### src/rtl/core/ggfq_pkg.sv
package ggfq_pkg;

   localparam int MaxDepth = 16;
   localparam int PtrW = $clog2(MaxDepth);
   localparam int CntW = $clog2(MaxDepth + 1);
   localparam int SlotW = 32 + 47 + 32;

   localparam logic [2:0] K_SUBMIT = 3'd0;
   localparam logic [2:0] K_SETGEN = 3'd1;
   localparam logic [2:0] K_TAKE = 3'd2;
   localparam logic [2:0] K_SHOWN = 3'd3;
   localparam logic [2:0] K_CLEAR = 3'd4;
   localparam logic [2:0] K_STOP = 3'd5;
   localparam logic [2:0] K_RESTART = 3'd6;
   localparam logic [2:0] K_STAT = 3'd7;

   localparam logic [3:0] ST_OK = 4'd0;
   localparam logic [3:0] ST_NOTREADY = 4'd1;
   localparam logic [3:0] ST_INVALID = 4'd2;
   localparam logic [3:0] ST_STALE = 4'd3;
   localparam logic [3:0] ST_FUTURE = 4'd4;
   localparam logic [3:0] ST_DEVICE = 4'd5;
   localparam logic [3:0] ST_FULL = 4'd6;
   localparam logic [3:0] ST_REGRESS = 4'd7;
   localparam logic [3:0] ST_NOOP = 4'd8;
   localparam logic [3:0] ST_UPDATED = 4'd9;
   localparam logic [3:0] ST_EMPTY = 4'd10;

   localparam logic [2:0] C_SUBMITTED = 3'd0;
   localparam logic [2:0] C_DISPLAYED = 3'd1;
   localparam logic [2:0] C_STALE = 3'd2;
   localparam logic [2:0] C_FUTURE = 3'd3;
   localparam logic [2:0] C_INVALID = 3'd4;
   localparam logic [2:0] C_DEVICE = 3'd5;
   localparam logic [2:0] C_FULL = 3'd6;
   localparam logic [2:0] C_REGRESS = 3'd7;

   localparam logic [1:0] CSR_CAPACITY = 2'd0;
   localparam logic [1:0] CSR_DEVICE = 2'd1;

   typedef struct packed {
      logic [2:0]  kind;
      logic [31:0] gen_tag;
      logic [46:0] frame_number;
      logic [31:0] frame_handle;
      logic        frame_ok;
      logic [15:0] frame_device;
      logic [2:0]  stat_select;
   } item_type;

   // Commands from the controller to the datapath.
   typedef struct packed {
      logic       capture;
      logic       execute;
   } cmd_type;

   typedef struct packed {
      logic take_needs_read;
   } stat_type;

endpackage

### src/rtl/core/ggfq_ram.sv
module ggfq_ram #(
   parameter int Width = 8,
   parameter int Depth = 16
) (
   input  logic                     clock,
   input  logic                     wr_en,
   input  logic [$clog2(Depth)-1:0] wr_addr,
   input  logic [Width-1:0]         wr_data,
   input  logic [$clog2(Depth)-1:0] rd_addr,
   output logic [Width-1:0]         rd_data
);

   logic [Width-1:0] mem_ff [Depth];
   logic [Width-1:0] rd_data_ff;

   always_ff @(posedge clock) begin
      if (wr_en) begin
         mem_ff[wr_addr] <= wr_data;
      end
      rd_data_ff <= mem_ff[rd_addr];
   end

   assign rd_data = rd_data_ff;

endmodule

### src/rtl/core/ggfq_ctrl.sv
module ggfq_ctrl (
   input  logic               clock,
   input  logic               reset,
   input  logic               req_tvalid,
   output logic               req_tready,
   output logic               rsp_tvalid,
   input  logic               rsp_tready,
   input  ggfq_pkg::stat_type stat,
   output ggfq_pkg::cmd_type  cmd
);

   typedef enum logic [1:0] {IDLE, READ, EXEC, HOLD} state_type;
   state_type state_ff, state_in;
   logic      rsp_valid_ff, rsp_valid_in;

   always_comb begin
      state_in = state_ff;
      rsp_valid_in = rsp_valid_ff;
      cmd = '0;
      unique case (state_ff)
         IDLE: begin
            if (req_tvalid) begin
               cmd.capture = 1'b1;
               state_in = READ;
            end
         end
         READ: begin
            // A take first passes through EXEC so that the head slot read can settle;
            // every other event executes right away.
            if (stat.take_needs_read) begin
               state_in = EXEC;
            end else begin
               cmd.execute = 1'b1;
               rsp_valid_in = 1'b1;
               state_in = HOLD;
            end
         end
         EXEC: begin
            cmd.execute = 1'b1;
            rsp_valid_in = 1'b1;
            state_in = HOLD;
         end
         HOLD: begin
            if (rsp_tready) begin
               rsp_valid_in = 1'b0;
               state_in = IDLE;
            end
         end
         default: state_in = IDLE;
      endcase
   end

   always_ff @(posedge clock) begin
      if (reset) begin
         state_ff <= IDLE;
         rsp_valid_ff <= 1'b0;
      end else begin
         state_ff <= state_in;
         rsp_valid_ff <= rsp_valid_in;
      end
   end

   assign req_tready = (state_ff == IDLE);
   assign rsp_tvalid = rsp_valid_ff;

endmodule

### src/rtl/core/ggfq_dp.sv
module ggfq_dp (
   input  logic                clock,
   input  logic                reset,
   input  ggfq_pkg::cmd_type   cmd,
   output ggfq_pkg::stat_type  stat,
   input  ggfq_pkg::item_type  item,
   input  logic [4:0]          capacity,
   input  logic [15:0]         expected_device,
   output logic [3:0]          status,
   output logic                out_valid,
   output logic [46:0]         out_frame_number,
   output logic [31:0]         out_frame_generation,
   output logic [31:0]         out_frame_handle,
   output logic [4:0]          queue_depth,
   output logic [31:0]         current_gen,
   output logic [47:0]         shown_frame,
   output logic [47:0]         stat_value
);

   localparam logic [47:0] CntMax = '1;

   ggfq_pkg::item_type           item_ff;
   logic [ggfq_pkg::PtrW-1:0]    head_ff, head_in;
   logic [ggfq_pkg::CntW-1:0]    count_ff, count_in;
   logic [31:0]                  gen_ff, gen_in;
   logic [47:0]                  shown_ff, shown_in;
   logic                         halted_ff, halted_in;
   logic [47:0]                  ctr_ff [8];
   logic [3:0]                   status_ff, status_in;
   logic                         valid_ff, valid_in;
   logic [47:0]                  sval_ff, sval_in;
   logic                         bump;
   logic [2:0]                   bump_idx;
   logic                         wr_en;
   logic [ggfq_pkg::PtrW-1:0]    tail;
   logic [ggfq_pkg::SlotW-1:0]   rd_data;
   logic [ggfq_pkg::CntW-1:0]    cap_use;
   logic [ggfq_pkg::CntW:0]      tail_sum;

   always_comb begin
      if (capacity == 5'd0) begin
         cap_use = ggfq_pkg::CntW'(1);
      end else if ({1'b0, capacity} > 6'(ggfq_pkg::MaxDepth)) begin
         cap_use = ggfq_pkg::CntW'(ggfq_pkg::MaxDepth);
      end else begin
         cap_use = ggfq_pkg::CntW'(capacity);
      end
   end

   assign tail_sum = (ggfq_pkg::CntW+1)'(head_ff) + (ggfq_pkg::CntW+1)'(count_ff);
   assign tail = tail_sum[ggfq_pkg::PtrW-1:0];

   ggfq_ram #(.Width(ggfq_pkg::SlotW), .Depth(ggfq_pkg::MaxDepth)) u_slots (
      .clock   (clock),
      .wr_en   (wr_en),
      .wr_addr (tail),
      .wr_data ({item_ff.gen_tag, item_ff.frame_number, item_ff.frame_handle}),
      .rd_addr (head_ff),
      .rd_data (rd_data)
   );

   always_comb begin
      head_in = head_ff;
      count_in = count_ff;
      gen_in = gen_ff;
      shown_in = shown_ff;
      halted_in = halted_ff;
      status_in = ggfq_pkg::ST_OK;
      valid_in = 1'b0;
      sval_in = '0;
      bump = 1'b0;
      bump_idx = ggfq_pkg::C_SUBMITTED;
      wr_en = 1'b0;
      unique case (item_ff.kind)
         ggfq_pkg::K_SUBMIT: begin
            if (halted_ff) begin
               status_in = ggfq_pkg::ST_NOTREADY;
            end else if (!item_ff.frame_ok) begin
               status_in = ggfq_pkg::ST_INVALID;
               bump = 1'b1; bump_idx = ggfq_pkg::C_INVALID;
            end else if (item_ff.gen_tag < gen_ff) begin
               status_in = ggfq_pkg::ST_STALE;
               bump = 1'b1; bump_idx = ggfq_pkg::C_STALE;
            end else if (item_ff.gen_tag > gen_ff) begin
               status_in = ggfq_pkg::ST_FUTURE;
               bump = 1'b1; bump_idx = ggfq_pkg::C_FUTURE;
            end else if (expected_device != 16'd0 &&
                         item_ff.frame_device != expected_device) begin
               status_in = ggfq_pkg::ST_DEVICE;
               bump = 1'b1; bump_idx = ggfq_pkg::C_DEVICE;
            end else if (count_ff >= cap_use) begin
               status_in = ggfq_pkg::ST_FULL;
               bump = 1'b1; bump_idx = ggfq_pkg::C_FULL;
            end else begin
               wr_en = cmd.execute;
               count_in = count_ff + 1'b1;
               bump = 1'b1; bump_idx = ggfq_pkg::C_SUBMITTED;
            end
         end
         ggfq_pkg::K_SETGEN: begin
            if (item_ff.gen_tag < gen_ff) begin
               status_in = ggfq_pkg::ST_REGRESS;
               bump = 1'b1; bump_idx = ggfq_pkg::C_REGRESS;
            end else if (item_ff.gen_tag == gen_ff) begin
               status_in = ggfq_pkg::ST_NOOP;
            end else begin
               status_in = ggfq_pkg::ST_UPDATED;
               gen_in = item_ff.gen_tag;
               head_in = '0;
               count_in = '0;
            end
         end
         ggfq_pkg::K_TAKE: begin
            if (count_ff == '0) begin
               status_in = ggfq_pkg::ST_EMPTY;
            end else begin
               valid_in = 1'b1;
               head_in = head_ff + 1'b1;
               count_in = count_ff - 1'b1;
            end
         end
         ggfq_pkg::K_SHOWN: begin
            shown_in = {1'b0, item_ff.frame_number};
            bump = 1'b1; bump_idx = ggfq_pkg::C_DISPLAYED;
         end
         ggfq_pkg::K_CLEAR: begin
            head_in = '0;
            count_in = '0;
            shown_in = '1;
         end
         ggfq_pkg::K_STOP: begin
            halted_in = 1'b1;
            head_in = '0;
            count_in = '0;
         end
         ggfq_pkg::K_RESTART: halted_in = 1'b0;
         ggfq_pkg::K_STAT: sval_in = ctr_ff[item_ff.stat_select];
         default: ;
      endcase
   end

   always_ff @(posedge clock) begin
      if (cmd.capture) begin
         item_ff <= item;
      end
      if (cmd.execute) begin
         status_ff <= status_in;
         sval_ff <= sval_in;
         if (valid_in) begin
            {out_frame_generation, out_frame_number, out_frame_handle} <= rd_data;
         end else begin
            {out_frame_generation, out_frame_number, out_frame_handle} <= '0;
         end
      end
      if (reset) begin
         head_ff <= '0;
         count_ff <= '0;
         gen_ff <= '0;
         shown_ff <= '1;
         halted_ff <= 1'b0;
         valid_ff <= 1'b0;
         for (int i = 0; i < 8; i++) begin
            ctr_ff[i] <= '0;
         end
      end else if (cmd.execute) begin
         head_ff <= head_in;
         count_ff <= count_in;
         gen_ff <= gen_in;
         shown_ff <= shown_in;
         halted_ff <= halted_in;
         valid_ff <= valid_in;
         if (bump && ctr_ff[bump_idx] != CntMax) begin
            ctr_ff[bump_idx] <= ctr_ff[bump_idx] + 48'd1;
         end
      end
   end

   assign stat.take_needs_read = (item_ff.kind == ggfq_pkg::K_TAKE);
   assign status = status_ff;
   assign out_valid = valid_ff;
   assign queue_depth = 5'(count_ff);
   assign current_gen = gen_ff;
   assign shown_frame = shown_ff;
   assign stat_value = sval_ff;

endmodule

### src/rtl/core/generation_gated_frame_queue.sv
// Frame descriptor queue with admission control. Each request transaction
// carries one event (submit, set generation, take, note displayed, clear,
// stop, restart or counter read) and produces exactly one response
// transaction. The event is captured at the accepting edge and, unless it is
// a take, executed at the next edge, where its response is registered and
// presented. A take passes through an extra EXEC state between capture and
// execution so that the registered read of the head slot in the slot RAM
// settles. The next request is accepted only the cycle after the response to
// the last one is taken. Configuration writes through the CSR port must
// happen while no event is in flight.
module generation_gated_frame_queue (
   input  logic          clock,
   input  logic          reset,
   input  logic          req_tvalid,
   output logic          req_tready,
   // kind[2:0], gen_tag[34:3], frame_number[81:35], frame_handle[113:82],
   // frame_ok[114], frame_device[130:115], stat_select[133:131], zero pad.
   input  logic [135:0]  req_tdata,
   output logic          rsp_tvalid,
   input  logic          rsp_tready,
   // status[3:0], out_valid[4], out_frame_number[51:5],
   // out_frame_generation[83:52], out_frame_handle[115:84],
   // queue_depth[120:116], current_gen[152:121], shown_frame[200:153],
   // stat_value[248:201], zero pad.
   output logic [255:0]  rsp_tdata,
   input  logic          csr_psel,
   input  logic          csr_penable,
   input  logic          csr_pwrite,
   input  logic [2:0]    csr_paddr,
   input  logic [31:0]   csr_pwdata,
   output logic [31:0]   csr_prdata,
   output logic          csr_pready
);

   ggfq_pkg::item_type item;
   ggfq_pkg::cmd_type  cmd;
   ggfq_pkg::stat_type stat;
   logic [4:0]         capacity_ff;
   logic [15:0]        device_ff;
   logic [1:0]         reg_idx;
   logic [3:0]         status;
   logic               out_valid;
   logic [46:0]        out_frame_number;
   logic [31:0]        out_frame_generation;
   logic [31:0]        out_frame_handle;
   logic [4:0]         queue_depth;
   logic [31:0]        current_gen;
   logic [47:0]        shown_frame;
   logic [47:0]        stat_value;

   // Unpack the request fields from the lowest bit up.
   assign item.kind = req_tdata[2:0];
   assign item.gen_tag = req_tdata[34:3];
   assign item.frame_number = req_tdata[81:35];
   assign item.frame_handle = req_tdata[113:82];
   assign item.frame_ok = req_tdata[114];
   assign item.frame_device = req_tdata[130:115];
   assign item.stat_select = req_tdata[133:131];

   // Registers sit at word addresses; the low two address bits are ignored.
   assign reg_idx = {1'b0, csr_paddr[2]};
   assign csr_pready = 1'b1;

   always_ff @(posedge clock) begin
      if (reset) begin
         capacity_ff <= 5'd16;
         device_ff <= '0;
      end else if (csr_psel && csr_penable && csr_pwrite) begin
         unique case (reg_idx)
            ggfq_pkg::CSR_CAPACITY: capacity_ff <= csr_pwdata[4:0];
            ggfq_pkg::CSR_DEVICE: device_ff <= csr_pwdata[15:0];
            default: ;
         endcase
      end
   end

   always_comb begin
      unique case (reg_idx)
         ggfq_pkg::CSR_CAPACITY: csr_prdata = {27'd0, capacity_ff};
         ggfq_pkg::CSR_DEVICE: csr_prdata = {16'd0, device_ff};
         default: csr_prdata = '0;
      endcase
   end

   ggfq_ctrl u_ctrl (
      .clock      (clock),
      .reset      (reset),
      .req_tvalid (req_tvalid),
      .req_tready (req_tready),
      .rsp_tvalid (rsp_tvalid),
      .rsp_tready (rsp_tready),
      .stat       (stat),
      .cmd        (cmd)
   );

   ggfq_dp u_dp (
      .clock                (clock),
      .reset                (reset),
      .cmd                  (cmd),
      .stat                 (stat),
      .item                 (item),
      .capacity             (capacity_ff),
      .expected_device      (device_ff),
      .status               (status),
      .out_valid            (out_valid),
      .out_frame_number     (out_frame_number),
      .out_frame_generation (out_frame_generation),
      .out_frame_handle     (out_frame_handle),
      .queue_depth          (queue_depth),
      .current_gen          (current_gen),
      .shown_frame          (shown_frame),
      .stat_value           (stat_value)
   );

   assign rsp_tdata = {7'd0, stat_value, shown_frame, current_gen, queue_depth,
                       out_frame_handle, out_frame_generation, out_frame_number,
                       out_valid, status};

endmodule
### config.mk
export PLATFORM = sky130hd
export DESIGN_NAME = generation_gated_frame_queue
export DESIGN_NICKNAME = d
export VERILOG_FILES = /design/src/rtl/core/ggfq_pkg.sv /design/src/rtl/core/ggfq_ram.sv /design/src/rtl/core/ggfq_ctrl.sv /design/src/rtl/core/ggfq_dp.sv /design/src/rtl/core/generation_gated_frame_queue.sv
export SDC_FILE = /design/constraint.sdc
export NUM_CORES = 2
export LEC_CHECK = 0
export ABC_AREA = 1
export BUFFER_PORTS_ARGS = -buffer_cell sky130_fd_sc_hd__buf_2
export CORE_MARGIN = 2
export CORE_UTILIZATION = 40
export DETAILED_ROUTE_END_ITERATION = 6
export PLACE_DENSITY = 0.7
export SLEW_MARGIN = 20
export SYNTH_ARGS = -nofsm -noshare
export SYNTH_HDL_FRONTEND = slang
export SYNTH_HIERARCHICAL = 1
export SYNTH_SLANG_ARGS = --single-unit
### constraint.sdc
create_clock -name clock -period 17.35 [get_ports clock]
set_input_delay 3.47 -clock clock [delete_from_list [all_inputs] [get_ports clock]]
set_output_delay 3.47 -clock clock [all_outputs]
set_load 0.005 [all_outputs]
======== Word-level counts from Yosys, hierarchy flattened ========
Memories as Yosys holds them, arrays and structs flattened. A register that Yosys moved wholly into a read port is not among the register bits.
Cells that the tools add are included.
storage, ports and cells
  output and inout port bits .............. 291
  flip-flop bits (word level) ............. 364
  bits in writable memories ............... 2160
  input bits .............................. 178
  logic and storage cells ................. 157
  memories ................................ 2
cells by class
  reduce and logical (&&, ||, !) cells .... 27
  equality and inequality tests ........... 25
  multiplexer cells ....................... 71
  $lt $le $gt $ge ......................... 4
  add/sub/neg operators ................... 5
  bitwise operators ....................... 2
memory list
  memory               depth  bits a word  read ports  clocked after memory_dff  wr ports  line            text
  u_dp.u_slots.mem_ff  16     111          1           1                         1         ggfq_ram.sv:13  logic [Width-1:0] mem_ff [Depth];
  u_dp.ctr_ff          8      48           2           1                         8         ggfq_dp.sv:28   logic [47:0] ctr_ff [8];
operator list
  kind                                                             count
  48-bit one-hot mux with 2 select lines                           1
  5-bit two-way mux                                                11
  48-bit by 1-bit adder with 48-bit output, second input constant  1
  48-bit two-way mux                                               1
  48-bit inequality test, second input constant                    1
  48-bit OR reduction                                              1
  4-bit two-way mux                                                10
  32-bit == test                                                   1
  32-bit greater-than comparator                                   1
  32-bit less-than comparator                                      1
  16-bit one-hot mux with 2 select lines                           1
  1-bit two-way mux                                                27
  3-bit two-way mux                                                9
  4-bit one-hot mux with 3 select lines                            2
  2-bit inequality test, second input constant                     11
  5-bit one-hot mux with 4 select lines                            1
  16-bit inequality test                                           1
  16-bit nonzero test                                              1
  3-bit == test, second input constant                             4
  11-bit AND reduction                                             1
  5-bit logical NOT                                                2
  2-bit AND reduction                                              5
  3-bit one-hot mux with 3 select lines                            1
  2-bit one-hot mux with 4 select lines                            1
  26 further kinds                                                 38

======== Depth between registers and ports, before layout ========
An unclocked memory read counts as a cell.
  depth in word-level cells ............... 20
  gate-level depth with buffers ........... 36
  mapped depth without buffers ............ 32

======== Hierarchy ========
Netlist, hierarchy kept.
by module, submodules not included
  module                        sequential area each (um^2)  area each (um^2)  cells each  times used
  ggfq_ram                      55553.3                      77951.0           7281        1
  ggfq_dp                       22271.4                      38687.1           4373        1
  generation_gated_frame_queue  420.4                        1320.0            201         1
  ggfq_ctrl                     60.1                         265.3             42          1

======== Worst setup path before layout ========
Ideal clock, no wire load.
  kind .................................... reg2reg
  start ................................... register u_dp/item_ff[133] (netlist bit)
  end ..................................... memory u_dp/u_slots/mem_ff[12][0] (netlist bit), enable pin
  period minus slack after synthesis ...... 16.109 ns
  path buffers ............................ 1
  slack ................................... 1.241 ns
  cell stages (with the launch flop) ...... 10
  data arrival time ....................... 15.527 ns
  library setup time ...................... 0.583 ns
  data required time ...................... 16.767 ns
  path through ............................ edfxtp_1 -> clkbuf_1 -> nor3_1 -> inv_1 -> nand2_1 -> a21oi_1 -> inv_1 -> nor4_1 -> nand3_1 -> nor2_1
RTL lines
  what                      line            text
  start: declaration        ggfq_dp.sv:22   ggfq_pkg::item_type item_ff;
  start signal: assignment  ggfq_dp.sv:144  item_ff <= item;
  end: declaration          ggfq_ram.sv:13

==> results.ini <==
[status]
run_status=completed

[synth]
synth_seq_area_share_pct=66.2
synth_top_family_by_area=simple AND/OR/NAND/NOR gates
syn_area_per_cell_um2=9.94
synth-main-ff-cell=edfxtp_1
ys_seq_elements=2683
synthDistinctLibCells=49
synthTopCellsByArea=edfxtp_1 (62%), nand2_1 (11%), nand3_1 (6.1%)
synth-compound-area-share_pct=3.05
synthArstFlopShare_pct=0
synthSimpleGateAreaFrac_pct=21.2
yosys.area.top_type=edfxtp_1
yosys_warnings=6
synth_fa_ha_area_share_pct=0.552
muxShareOfSynthArea_pct=0
synthCells=11900
synth_top_area_share_pct=62.4
synth-xor-area-share_pct=0.357
synth_area_mm2=0.118
synth_edf_count=2457

[power]
leakage_nw=55.6
vdd_ir_drop_max_v=0.000109
p_total_mw=16.2
p_per_area_mw_per_mm2=121

[timing]
hold_ws_ns=0.453
fin_worst_skew_ns=0.0978
period_needed_ns=9.21
max_freq_mhz=109
setup_slack_ns=8.14
drv_slew=0
worst_pin_slew_ns=1.20
setup_viol=0
rsz0062_at_grt=no
hold_violations=0
fin_crit_sh_pct=53.1
fin_tns_setup_ns=0
slew_headroom_pct=20.1

[cts]
ctsResizeCount=0
numCtsBuffers=295
cts_tree=done
clock-sinks=2683
cts_hold_buf=0
root_buffer=clkbuf_16
clkTransAtPathRegs_ns=0.06
cts_setup_buffers=0
insertion_delay_ns=0.92
clk_path_buf_depth=4
htree_levels=5

[final_layout]
nNetsFinal=12300
drive_above_1_share_pct=9.05
final_cells=16300
stdcell_area_mm2=0.133
multi_input_area_mm2=0.0301
seqCellArea_mm2=0.0783
final_core_util_pct=45.3
area_growth_pct=12.7
nFillCells=26500

[drt]
drt_wl_total_um=325000
via_count=83100
firstDrtPassIters=6
ant_nets=0
wire_per_inst_um=20.0
avgViaCountPerCell=5.11
drc=0
drtIter0Drc=8342

[global_route]
antenna_found_initial=23
gr-usage-all-layers_pct=21.1
grt_pass1_wl_um=481000
grt_max_degree=230
grt-ovfl-total=0
grt_pass1_vias=78400

[flow_run]
max-cap-violations=0

[floorplan]
start_util_pct=40.2
die_y_um=548
die_w_um=548
core_mm2=0.294
row_count=199
die_area_mm2=0.300
io-pin-count=469

[setup_path]
crit_path_end_kind=flip-flop
worstSetupStartpointType=flip-flop
max_stage_delay_ns=0.81
worst_path_max_delay_cell=nand2_8
required_ns=17.91
critPathMaxFanout=114
rrSetupSlack_ns=8.14
worst_ep_arrival_time_ns=9.77
cp_common_cell=nand2_1
path_class=flip-flop to flip-flop

[placement]
dpl.cell_count=15700
gp_congestion=0.864
dpl_cell_area_mm2=0.123
hpwl_um=171000
portBuffers=424
dp_slack_ns=8.25

[min_path]
hold_class=flip-flop to flip-flop

-- final timing paths --
path | start | endpoint | cells past startpoint
setup / recovery | u_dp/item_ff[130] | u_dp/ctr_ff[2][16] | 25
hold / removal | u_dp/shown_frame[25] | u_dp/shown_frame[25] | 2
setup reg to reg | u_dp/item_ff[130] | u_dp/ctr_ff[2][16] | 25
hold reg to reg | u_dp/shown_frame[25] | u_dp/shown_frame[25] | 2
-- kinds of logic (layout without fill, tap and decap cells) --
logic type / Yosys count / in the layout
AO/OA/AOI/OAI: 677 / 677
adder cells (fa/ha/maj): 51 / 51
AND/OR/NAND/NOR: 5978 / 5978
other: 2 / 34
XOR/XNOR: 43 / 43
buffers and inverters: 2463 / 2896
flip-flops: 2683 / 2683
-- sequential cells by signal, summed over array words and instances (netlist names), 5 cells and up --
register and count:
device_ff 16, u_dp/out_frame_number 47, u_dp/queue_depth 5, u_dp/shown_frame 48, u_dp/current_gen 32, u_dp/stat_value 48, u_dp/out_frame_handle 32, u_dp/u_slots/mem_ff 1776
u_dp/ctr_ff 384, u_dp/item_ff 134, capacity_ff 5, u_dp/out_frame_generation 32, u_dp/u_slots/rd_data 111
-- critical path: cells and delay by family (launching register included) --
family                   cells  cell delay [ns]
AND/OR/NAND/NOR             20             5.38
buffers and inverters        4             2.12
flip-flops                   1             0.65
adder cells (fa/ha/maj)      1             0.42
-- power breakdown --
part,leakage [nW],internal [mW],total [mW],switching (mW)
clock network,4.78,3.71,6.29,2.59
registers,24.6,7.60,7.91,0.315
logic,26.2,0.508,1.96,1.45
-- synth_stat cells (4+ instances only) --
cell type	count
a211oi_1	4
a21oi_1	190
a31oi_1	51
buf_1	61
buf_2	279
buf_4	73
buf_6	33
clkbuf_1	212
dfxtp_1	226
edfxtp_1	2457
ha_1	49
inv_1	1786
inv_2	13
nand2_1	3520
nand2_2	12
nand3_1	1434
nand3_2	10
nand3b_1	139
nand4_1	17
nor2_1	792
nor2_2	31
nor3_1	5
nor4_1	6
o211ai_1	48
o21ai_0	360
o21ai_1	14
xnor2_1	6
xor2_1	31
xor2_2	4
-- layout make-up --
cell class              count  share of cell area, %
multi-input cells        6773                   22.6
inverters                1804                   5.13
clock inverters           136                   1.10
well taps                3919                   3.68
clock buffers             398                   6.23
flip-flops and latches   2683                   58.8
diodes                     10                 0.0188
repair buffers            558                   2.44
-- per-layer routing --
metal  share of wire (%)  up-vias  track usage, %
li1                    -    39000               -
met1                  40    39900            27.3
met2                  48     3552            35.9
met3                 7.8      674            2.71
met4                 3.7        2            8.13
met5              0.0031        -               0
-- cells in the final DEF (no fill, tap or decap), types with 18 or more instances in the layout --
| cell type | instances |
|---|---|
| o21ai_0 | 359 |
| clkinv_2 | 47 |
| ha_1 | 49 |
| a21oi_1 | 188 |
| nand2_1 | 3512 |
| nand3b_1 | 139 |
| buf_4 | 125 |
| inv_1 | 1781 |
| nand2_2 | 18 |
| nand3_1 | 1433 |
| clkbuf_16 | 305 |
| conb_1 | 24 |
| xor2_1 | 31 |
| edfxtp_1 | 2457 |
| nor2_4 | 21 |
| nor2_2 | 32 |
| o211ai_1 | 48 |
| buf_2 | 423 |
| bufinv_16 | 22 |
| dfxtp_1 | 222 |
| clkbuf_8 | 32 |
| a31oi_1 | 51 |
| clkbuf_1 | 61 |
| clkinv_1 | 40 |
| nor2_1 | 773 |
No activity file was read; power rests on OpenSTA's default activity.
